$ cat src/rtl/dmv_pkg.sv
// Shared types and constants for the dual-motor velocity loop.
// No dependencies; every other file imports this package.
package dmv_pkg;

  localparam int CountW = 32;
  localparam int CmdW   = 16;
  localparam int DutyW  = 16;
  localparam int GoalW  = 24;
  localparam int GainW  = 16;
  localparam int LimW   = 15;
  localparam int IdleW  = 16;
  localparam int ScaleW = 8;
  localparam int AddrW  = 5;
  localparam int DataW  = 32;

  localparam logic signed [DutyW-1:0] DutyOne = 16'sd16384;

  localparam logic [LimW-1:0]   MaxStepRst  = 15'd16384;
  localparam logic [IdleW-1:0]  TimeoutRst  = 16'd10;
  localparam logic [ScaleW-1:0] ScaleRst    = 8'd1;

  typedef enum logic [0:0] {
    REQ_TICK = 1'b0,
    REQ_CMD  = 1'b1
  } req_type_e;

  typedef enum logic [2:0] {
    REG_PROP_GAIN     = 3'd0,
    REG_MIN_DUTY      = 3'd1,
    REG_MAX_STEP      = 3'd2,
    REG_TIMEOUT_TICKS = 3'd3,
    REG_LEFT_SCALE    = 3'd4,
    REG_RIGHT_SCALE   = 3'd5
  } reg_idx_e;

  typedef struct packed {
    req_type_e               req_type;
    logic signed [CountW-1:0] left_count;
    logic signed [CountW-1:0] right_count;
    logic signed [CmdW-1:0]   left_cmd;
    logic signed [CmdW-1:0]   right_cmd;
  } req_t;

  typedef struct packed {
    logic signed [DutyW-1:0] left_duty;
    logic signed [DutyW-1:0] right_duty;
    logic signed [DutyW-1:0] left_delta;
    logic signed [DutyW-1:0] right_delta;
    logic                    timed_out;
  } rsp_t;

  typedef struct packed {
    logic [GainW-1:0]         prop_gain;
    logic [LimW-1:0]          min_duty;
    logic [LimW-1:0]          max_step;
    logic [IdleW-1:0]         timeout_ticks;
    logic signed [ScaleW-1:0] left_scale;
    logic signed [ScaleW-1:0] right_scale;
  } cfg_t;

endpackage

$ cat src/rtl/dual_motor_velocity_p_loop_top.sv
// Top level of the dual-motor proportional velocity loop.
// Depends on dmv_pkg, dmv_apb_regs and dmv_motor_calc.
//
//   channel | direction | handshake               | beat
//   --------+-----------+-------------------------+-----------------------
//   in      | input     | in_valid_i / in_ready_o | req_t: tick or command
//   out     | output    | out_valid_o/out_ready_i | rsp_t: duties, deltas
//   cfg     | input     | APB psel/penable/pwrite | one 32-bit register
//
// An accepted beat lands in the input register; from there the whole update
// runs through one 17x25 multiplier per motor and the result is written to
// the output register. One beat is taken every cycle unless a stalled output
// blocks a tick. Reset restores the register defaults and clears all loop
// state. A stalled output holds its beat and blocks only ticks that
// produce a result; commands and the baseline tick still drain.
module dual_motor_velocity_p_loop_top
  import dmv_pkg::*;
(
  input  logic             clk_i,
  input  logic             rst_ni,
  input  logic             in_valid_i,
  output logic             in_ready_o,
  input  req_t             in_data_i,
  output logic             out_valid_o,
  input  logic             out_ready_i,
  output rsp_t             out_data_o,
  input  logic             psel,
  input  logic             penable,
  input  logic             pwrite,
  input  logic [AddrW-1:0] paddr,
  input  logic [DataW-1:0] pwdata,
  output logic [DataW-1:0] prdata,
  output logic             pready
);

  cfg_t cfg;

  dmv_apb_regs u_regs (
    .clk_i   (clk_i),
    .rst_ni  (rst_ni),
    .psel    (psel),
    .penable (penable),
    .pwrite  (pwrite),
    .paddr   (paddr),
    .pwdata  (pwdata),
    .prdata  (prdata),
    .pready  (pready),
    .cfg_o   (cfg)
  );

  // input register
  req_t req_q;
  logic in_v_q;

  // loop state
  logic signed [CountW-1:0] lprev_q, rprev_q;
  logic signed [DutyW-1:0]  ldrive_q, rdrive_q;
  logic signed [GoalW-1:0]  lgoal_q, rgoal_q;
  logic [IdleW-1:0]         idle_q;
  logic                     tmo_q;
  logic                     base_q;

  // output register
  rsp_t rsp_q;
  logic out_v_q;

  logic                    is_cmd;
  logic                    emits;
  logic                    out_free;
  logic                    fire;
  logic [IdleW-1:0]        idle_inc;
  logic                    tmo_hit;
  logic signed [GoalW-1:0] lgoal_use, rgoal_use;
  logic signed [GoalW-1:0] lgoal_cmd, rgoal_cmd;
  logic signed [DutyW-1:0] ldrive_new, rdrive_new;
  logic signed [DutyW-1:0] ldelta, rdelta;

  assign is_cmd   = (req_q.req_type == REQ_CMD);
  assign emits    = !is_cmd && base_q;
  assign out_free = !out_v_q || out_ready_i;
  // advance the held beat unless it makes a result with nowhere to go
  assign fire     = in_v_q && (out_free || !emits);

  assign in_ready_o  = !in_v_q || fire;
  assign out_valid_o = out_v_q;
  assign out_data_o  = rsp_q;

  // saturating idle count and timeout check for this tick
  assign idle_inc  = (idle_q == '1) ? idle_q : idle_q + 1'b1;
  assign tmo_hit   = (idle_inc >= cfg.timeout_ticks);
  assign lgoal_use = tmo_hit ? '0 : lgoal_q;
  assign rgoal_use = tmo_hit ? '0 : rgoal_q;

  assign lgoal_cmd = GoalW'(req_q.left_cmd) * GoalW'(cfg.left_scale);
  assign rgoal_cmd = GoalW'(req_q.right_cmd) * GoalW'(cfg.right_scale);

  dmv_motor_calc u_left (
    .count_i (req_q.left_count),
    .prev_i  (lprev_q),
    .drive_i (ldrive_q),
    .goal_i  (lgoal_use),
    .cfg_i   (cfg),
    .drive_o (ldrive_new),
    .delta_o (ldelta)
  );

  dmv_motor_calc u_right (
    .count_i (req_q.right_count),
    .prev_i  (rprev_q),
    .drive_i (rdrive_q),
    .goal_i  (rgoal_use),
    .cfg_i   (cfg),
    .drive_o (rdrive_new),
    .delta_o (rdelta)
  );

  // input register: load on accept, drop when the beat advances
  always_ff @(posedge clk_i or negedge rst_ni) begin
    if (!rst_ni) begin
      in_v_q <= 1'b0;
    end else if (in_valid_i && in_ready_o) begin
      in_v_q <= 1'b1;
    end else if (fire) begin
      in_v_q <= 1'b0;
    end
  end

  always_ff @(posedge clk_i) begin
    if (in_valid_i && in_ready_o) begin
      req_q <= in_data_i;
    end
  end

  // loop state update
  always_ff @(posedge clk_i or negedge rst_ni) begin
    if (!rst_ni) begin
      lprev_q  <= '0;
      rprev_q  <= '0;
      ldrive_q <= '0;
      rdrive_q <= '0;
      lgoal_q  <= '0;
      rgoal_q  <= '0;
      idle_q   <= '0;
      tmo_q    <= 1'b0;
      base_q   <= 1'b0;
    end else if (fire) begin
      if (is_cmd) begin
        lgoal_q <= lgoal_cmd;
        rgoal_q <= rgoal_cmd;
        idle_q  <= '0;
        tmo_q   <= 1'b0;
      end else if (!base_q) begin
        // first tick only records the count baseline
        lprev_q <= req_q.left_count;
        rprev_q <= req_q.right_count;
        base_q  <= 1'b1;
      end else begin
        lprev_q  <= req_q.left_count;
        rprev_q  <= req_q.right_count;
        ldrive_q <= ldrive_new;
        rdrive_q <= rdrive_new;
        idle_q   <= idle_inc;
        if (tmo_hit) begin
          lgoal_q <= '0;
          rgoal_q <= '0;
          tmo_q   <= 1'b1;
        end
      end
    end
  end

  // output register: hold until taken
  always_ff @(posedge clk_i or negedge rst_ni) begin
    if (!rst_ni) begin
      out_v_q <= 1'b0;
    end else if (fire && emits) begin
      out_v_q <= 1'b1;
    end else if (out_ready_i) begin
      out_v_q <= 1'b0;
    end
  end

  always_ff @(posedge clk_i) begin
    if (fire && emits) begin
      rsp_q.left_duty   <= ldrive_new;
      rsp_q.right_duty  <= rdrive_new;
      rsp_q.left_delta  <= ldelta;
      rsp_q.right_delta <= rdelta;
      rsp_q.timed_out   <= tmo_q || tmo_hit;
    end
  end

`ifndef SYNTHESIS
  // a result never appears before the count baseline exists
  a_no_result_before_base: assert property (@(posedge clk_i) disable iff (!rst_ni)
    $rose(out_v_q) |-> $past(base_q))
    else $error("result produced before baseline tick");

  // held duties stay within plus or minus one
  a_drive_range: assert property (@(posedge clk_i) disable iff (!rst_ni)
    (ldrive_q <= DutyOne) && (ldrive_q >= -DutyOne) &&
    (rdrive_q <= DutyOne) && (rdrive_q >= -DutyOne))
    else $error("held duty out of range");

  // a command clears the idle count and the timeout flag
  a_cmd_clears_idle: assert property (@(posedge clk_i) disable iff (!rst_ni)
    (fire && is_cmd) |=> (idle_q == '0) && !tmo_q)
    else $error("command did not clear idle state");

  // a zero goal forces the emitted duty to zero
  a_zero_goal_duty: assert property (@(posedge clk_i) disable iff (!rst_ni)
    (fire && emits && (lgoal_use == '0)) |=> (rsp_q.left_duty == '0))
    else $error("zero goal gave nonzero duty");
`endif

endmodule

$ cat src/rtl/dmv_apb_regs.sv
// APB register bank for the velocity loop settings.
// Depends on dmv_pkg for the register map and the cfg_t bundle.
module dmv_apb_regs
  import dmv_pkg::*;
(
  input  logic             clk_i,
  input  logic             rst_ni,
  input  logic             psel,
  input  logic             penable,
  input  logic             pwrite,
  input  logic [AddrW-1:0] paddr,
  input  logic [DataW-1:0] pwdata,
  output logic [DataW-1:0] prdata,
  output logic             pready,
  output cfg_t             cfg_o
);

  cfg_t     cfg_q;
  reg_idx_e idx;
  logic     wr_en;

  assign idx    = reg_idx_e'(paddr[AddrW-1:2]);
  assign wr_en  = psel && penable && pwrite;
  assign pready = 1'b1;
  assign cfg_o  = cfg_q;

  always_ff @(posedge clk_i or negedge rst_ni) begin
    if (!rst_ni) begin
      cfg_q.prop_gain     <= '0;
      cfg_q.min_duty      <= '0;
      cfg_q.max_step      <= MaxStepRst;
      cfg_q.timeout_ticks <= TimeoutRst;
      cfg_q.left_scale    <= ScaleRst;
      cfg_q.right_scale   <= ScaleRst;
    end else if (wr_en) begin
      case (idx)
        REG_PROP_GAIN:     cfg_q.prop_gain     <= pwdata[GainW-1:0];
        REG_MIN_DUTY:      cfg_q.min_duty      <= pwdata[LimW-1:0];
        REG_MAX_STEP:      cfg_q.max_step      <= pwdata[LimW-1:0];
        REG_TIMEOUT_TICKS: cfg_q.timeout_ticks <= pwdata[IdleW-1:0];
        REG_LEFT_SCALE:    cfg_q.left_scale    <= pwdata[ScaleW-1:0];
        REG_RIGHT_SCALE:   cfg_q.right_scale   <= pwdata[ScaleW-1:0];
        default: ;
      endcase
    end
  end

  always_comb begin
    case (idx)
      REG_PROP_GAIN:     prdata = DataW'(cfg_q.prop_gain);
      REG_MIN_DUTY:      prdata = DataW'(cfg_q.min_duty);
      REG_MAX_STEP:      prdata = DataW'(cfg_q.max_step);
      REG_TIMEOUT_TICKS: prdata = DataW'(cfg_q.timeout_ticks);
      REG_LEFT_SCALE:    prdata = DataW'(cfg_q.left_scale);
      REG_RIGHT_SCALE:   prdata = DataW'(cfg_q.right_scale);
      default:           prdata = '0;
    endcase
  end

endmodule

$ cat src/rtl/dmv_motor_calc.sv
// Per-motor duty update: count change, proportional step, limits.
// Depends on dmv_pkg for widths and the cfg_t bundle.
module dmv_motor_calc
  import dmv_pkg::*;
(
  input  logic signed [CountW-1:0] count_i,
  input  logic signed [CountW-1:0] prev_i,
  input  logic signed [DutyW-1:0]  drive_i,
  input  logic signed [GoalW-1:0]  goal_i,
  input  cfg_t                     cfg_i,
  output logic signed [DutyW-1:0]  drive_o,
  output logic signed [DutyW-1:0]  delta_o
);

  logic signed [CountW-1:0] diff;
  logic signed [DutyW-1:0]  rate;
  logic signed [GoalW:0]    err;
  logic signed [GainW:0]    gain_s;
  logic signed [41:0]       prod;
  logic signed [33:0]       step_raw;
  logic signed [33:0]       max_s;
  logic signed [33:0]       max_n;
  logic signed [DutyW-1:0]  step;
  logic signed [17:0]       nd;
  logic signed [17:0]       mn;
  logic signed [17:0]       lim;

  // wrapped change, saturated to 16 bits
  assign diff = count_i - prev_i;

  always_comb begin
    if (diff > 32'sd32767) begin
      rate = 16'sh7FFF;
    end else if (diff < -32'sd32768) begin
      rate = 16'sh8000;
    end else begin
      rate = diff[DutyW-1:0];
    end
  end

  assign err      = (GoalW+1)'(goal_i) - (GoalW+1)'(rate);
  assign gain_s   = $signed({1'b0, cfg_i.prop_gain});
  assign prod     = gain_s * err;
  // arithmetic shift floors toward minus infinity
  assign step_raw = prod[41:8];
  assign max_s    = $signed(34'(cfg_i.max_step));
  assign max_n    = -max_s;

  always_comb begin
    if (step_raw > max_s) begin
      step = max_s[DutyW-1:0];
    end else if (step_raw < max_n) begin
      step = max_n[DutyW-1:0];
    end else begin
      step = step_raw[DutyW-1:0];
    end
  end

  assign mn  = $signed(18'(cfg_i.min_duty));
  assign lim = 18'(DutyOne);

  always_comb begin
    nd = 18'(drive_i) + 18'(step);
    if (goal_i == '0) begin
      nd = '0;
    end else begin
      // push small magnitudes out to the minimum duty
      if (nd >= 18'sd0 && nd < mn) begin
        nd = mn;
      end else if (nd > -mn && nd <= 18'sd0) begin
        nd = -mn;
      end
      if (nd > lim) begin
        nd = lim;
      end else if (nd < -lim) begin
        nd = -lim;
      end
    end
  end

  assign drive_o = nd[DutyW-1:0];
  assign delta_o = rate;

endmodule
$ cat config.mk
export PLATFORM = sky130hd
export DESIGN_NAME = dual_motor_velocity_p_loop_top
export DESIGN_NICKNAME = d
export VERILOG_FILES = /design/src/rtl/dmv_pkg.sv /design/src/rtl/dual_motor_velocity_p_loop_top.sv /design/src/rtl/dmv_apb_regs.sv /design/src/rtl/dmv_motor_calc.sv
export SDC_FILE = /design/constraint.sdc
export NUM_CORES = 2
export LEC_CHECK = 0
export BUFFER_PORTS_ARGS = -buffer_cell sky130_fd_sc_hd__buf_2
export CORE_MARGIN = 2
export CORE_UTILIZATION = 65
export CTS_CLUSTER_DIAMETER = 40
export CTS_CLUSTER_SIZE = 25
export DETAILED_ROUTE_END_ITERATION = 12
export PLACE_DENSITY_LB_ADDON = 0.3
export SYNTH_ARGS = -nofsm -noshare
export SYNTH_HDL_FRONTEND = slang
export SYNTH_SLANG_ARGS = --single-unit
export TNS_END_PERCENT = 10
$ cat constraint.sdc
create_clock -name clk_i -period 58.1 [get_ports clk_i]
set_clock_uncertainty 0.1 [all_clocks]
set_input_delay 11.62 -clock clk_i [delete_from_list [all_inputs] [get_ports clk_i]]
set_output_delay 11.62 -clock clk_i [all_outputs]
set_load 0.1 [all_outputs]
==> results.json <==
{
  "status": "finished, final reports clean",
  "hpwlAfterDp_mm": 145,
  "cts_sinks": 404,
  "cts_buffers": 59,
  "routed_wl_mm": 185,
  "drv_slew": 0,
  "num_vias": 53700,
  "async_flop_share": 0.599,
  "cp_data_arrival_time_ns": 13.78,
  "dr_wl_met2_mm": 85.0,
  "cts_tree": "yes",
  "fill_cells": 7779,
  "top_layer": "met5",
  "synthesis.nets": 9154,
  "htreeDepth": 2,
  "critical_path.top_delay_family": "buffers and inverters",
  "path_common_cell": "buf_2",
  "startpoint_type": "input port",
  "maxCapViolCount": 0,
  "ys_seq_elements": 404,
  "cp.required_ns": 46.38,
  "dieArea_sq_um": 105000,
  "hold_buffers": 0,
  "tightest_slew_ns": 1.17,
  "met1_length_mm": 72.6,
  "yosysWarningCount": 0,
  "fp.dieH_um": 324,
  "antenna_found_initial": 8,
  "crit_type": "in2out",
  "gp_congestion": 0.996,
  "yosysSeqAreaShare": 0.164,
  "crit_chain": "buf_2, nor2b_1, nand2_1, o21ai_0, buf_2",
  "viasPerCell": 6.02,
  "drive_gt1_frac": 0.0742,
  "tns_ns": 0,
  "path_clk_slew_ns": 0.06,
  "synth.distinct_cells": 97,
  "synth.area.top_cells": "fa_1 29%, ha_1 12%, dfrtp_1 8.9%",
  "fp.dieW_um": 324,
  "cts_root_buf": "clkbuf_16",
  "cp_max_fo": 26,
  "portBuffers": 221,
  "grt_overflow": 0,
  "synth_top_cell_area_share": 0.293,
  "hold_class": "reg2reg",
  "drc": 0,
  "nets": 9229,
  "slowest_delay_ns": 0.53,
  "cts_resized": 0,
  "end_kind": "output port",
  "start_util": 0.656,
  "rsz0062_at_grt": "false",
  "syn-cell-area_sq_um": 66700,
  "hold_viol_final": 0,
  "synth_top_area_cell": "fa_1",
  "postCtsSetupBuffers": 0,
  "max_slew_margin": 0.215,
  "grt_pass1_wl_mm": 300,
  "grt_pass1_vias": 56200,
  "max_freq_mhz": 39.2,
  "ant_nets": 0,
  "setup_violations": 0,
  "routedWlPerCell_um": 20.7,
  "clock_latency_ns": 0.67,
  "drtIter0Drc": 4890,
  "fin_crit_ns": 25.50,
  "grtUsageTotal": 0.359,
  "grt_max_degree": 108,
  "wl_met3_mm": 17.1,
  "ys.flop_type": "dfrtp_1",
  "crit_path_top_delay_cell": "buf_2",
  "drtPass1Iterations": 6,
  "synth.avg_cell_area_sq_um": 8.99,
  "crit_buf_inv": 2,
  "synth_edf_count": 162,
  "syn2layout_area_growth_pct": 6.92,
  "synth_cells": 7418,
  "rows": 117,
  "ioPinCount": 241,
  "min_period_over_period": 0.439,
  "clock_path_buffers": 3,
  "core_area_sq_um": 102000
}
==> metal layers <==
layer / vias to the layer above / track usage
li1: 23900 / -
met1: 26600 / 0.475
met2: 2550 / 0.576
met3: 579 / 0.0664
met4: 8 / 0.167
met5: - / 0
==> flip-flops by register name (all words and copies together) (netlist names) <==
name	count
lgoal_q	24
lprev_q	32
idle_q	16
req_q	96
out_valid_o	1
is_cmd	1
u_regs.cfg_o	78
rgoal_q	24
ldrive_q	16
rprev_q	32
out_data_o	65
in_v_q	1
base_q	1
tmo_q	1
rdrive_q	16
==> path summary, 6_finish.rpt <==
| kind | from | end | slack, ns | depth (start not counted) |
|---|---|---|---|---|
| min in group asynchronous | rst_ni | rprev_q[18]$_DFFE_PN0P_ | 10.88 | 1 |
| max | paddr[4] | prdata[11] | 32.60 | 5 |
| min reg2reg | ldrive_q[2]$_DFFE_PN0P_ | ldrive_q[2]$_DFFE_PN0P_ | 0.39 | 2 |
| max in group asynchronous | rst_ni | u_regs.cfg_o[62]$_DFFE_PN0P_ | 44.49 | 3 |
| min | ldrive_q[2]$_DFFE_PN0P_ | ldrive_q[2]$_DFFE_PN0P_ | 0.39 | 2 |
| max reg2reg | req_q[65]$_DFFE_PP_ | out_data_o[51]$_DFFE_PP_ | 33.03 | 79 |
==> cells by family (layout without fill, tap and decap cells) <==
| group | Yosys count | in the layout | synth area share |
|---|---|---|---|
| simple gates | 2224 | 2224 | 0.168 |
| buf+inv | 1668 | 1794 | 0.0950 |
| fa+ha+maj | 1608 | 1608 | 0.411 |
| compound gates | 1153 | 1153 | 0.111 |
| flops | 404 | 404 | 0.164 |
| xor+xnor | 275 | 275 | 0.0361 |
| mux | 85 | 85 | 0.0157 |
| other cells | 1 | 6 | 0.0000562 |
==> synth_stat cells (all sizes together), types with 21 or more instances <==
cell,count
nor2,250
a211oi,34
a21oi,267
nor3,93
xor2,84
mux2,46
and3,27
edfxtp,162
nand2b,97
nand4,45
ha,619
nor4,36
clkbuf,285
nor2b,108
buf,21
a31oi,27
fa,976
or3,35
o21ai,350
o21bai,23
o31ai,55
o21a,72
xnor2,191
inv,1356
nand3,77
nand2,815
mux2i,28
a21o,111
and2,563
dfrtp,237
==> area by class of cell <==
class | count | area (sq um) | area share
timing repair buffer | 320 | 1860 | 0.0261
antenna | 5 | 12.5 | 0.000175
clock buffer | 64 | 1540 | 0.0215
sequential | 404 | 10900 | 0.153
clock inverter | 48 | 573 | 0.00804
multi-input combinational | 5346 | 49600 | 0.695
inverter | 1362 | 5110 | 0.0717
tap | 1368 | 1710 | 0.0240
==> placed cells by master, fill, tap and decap left out, types with 36 or more instances in the layout <==
master / count
nor2b_1: 107
o21a_1: 72
edfxtp_1: 162
a21oi_1: 263
mux2_2: 46
nand2_1: 815
o31ai_1: 53
nor2_1: 246
nand4_1: 45
o21ai_0: 344
dfrtp_1: 229
fa_1: 976
buf_2: 220
xor2_1: 82
nand2b_1: 97
buf_4: 99
and2_1: 562
ha_1: 619
xnor2_1: 187
inv_1: 1355
nor4_1: 36
a21o_1: 111
clkbuf_16: 60
nor3_1: 91
nand3_1: 77
==> worst register-to-register path: cells and delay by family (launching register included) <==
| family | cells | cell delay (ns) |
|---|---|---|
| xor gates and xnor gates | 4 | 2.86 |
| buffers and inverters | 7 | 1.07 |
| muxes | 1 | 0.39 |
| DFF | 1 | 0.44 |
| and+or+nand+nor | 20 | 5.01 |
| adders and majority gates | 13 | 5.25 |
| AOI/OAI and AO/OA | 34 | 9.68 |
==> through the flow <==
step | worst slack, ns | cells | hold slack [ns] | instance area, sq um | util
final | 32.60 | 8917 | 0.390 | 71300 | 0.701
after global routing | 31.30 | 8914 | 0.411 | 71300 | 0.701
after detailed placement | 32.69 | 8800 | 0.377 | 69200 | 0.680
after floorplan | 31.64 | 7418 | 0.352 | 66700 | -
after global placement | 32.69 | 8800 | 0.370 | 69200 | 0.680
after CTS | 32.67 | 8912 | 0.390 | 71300 | 0.701
Power is left out: the tool's default activity adds up to more than one toggle a clock period on the data nets, which glitch-free logic cannot reach.
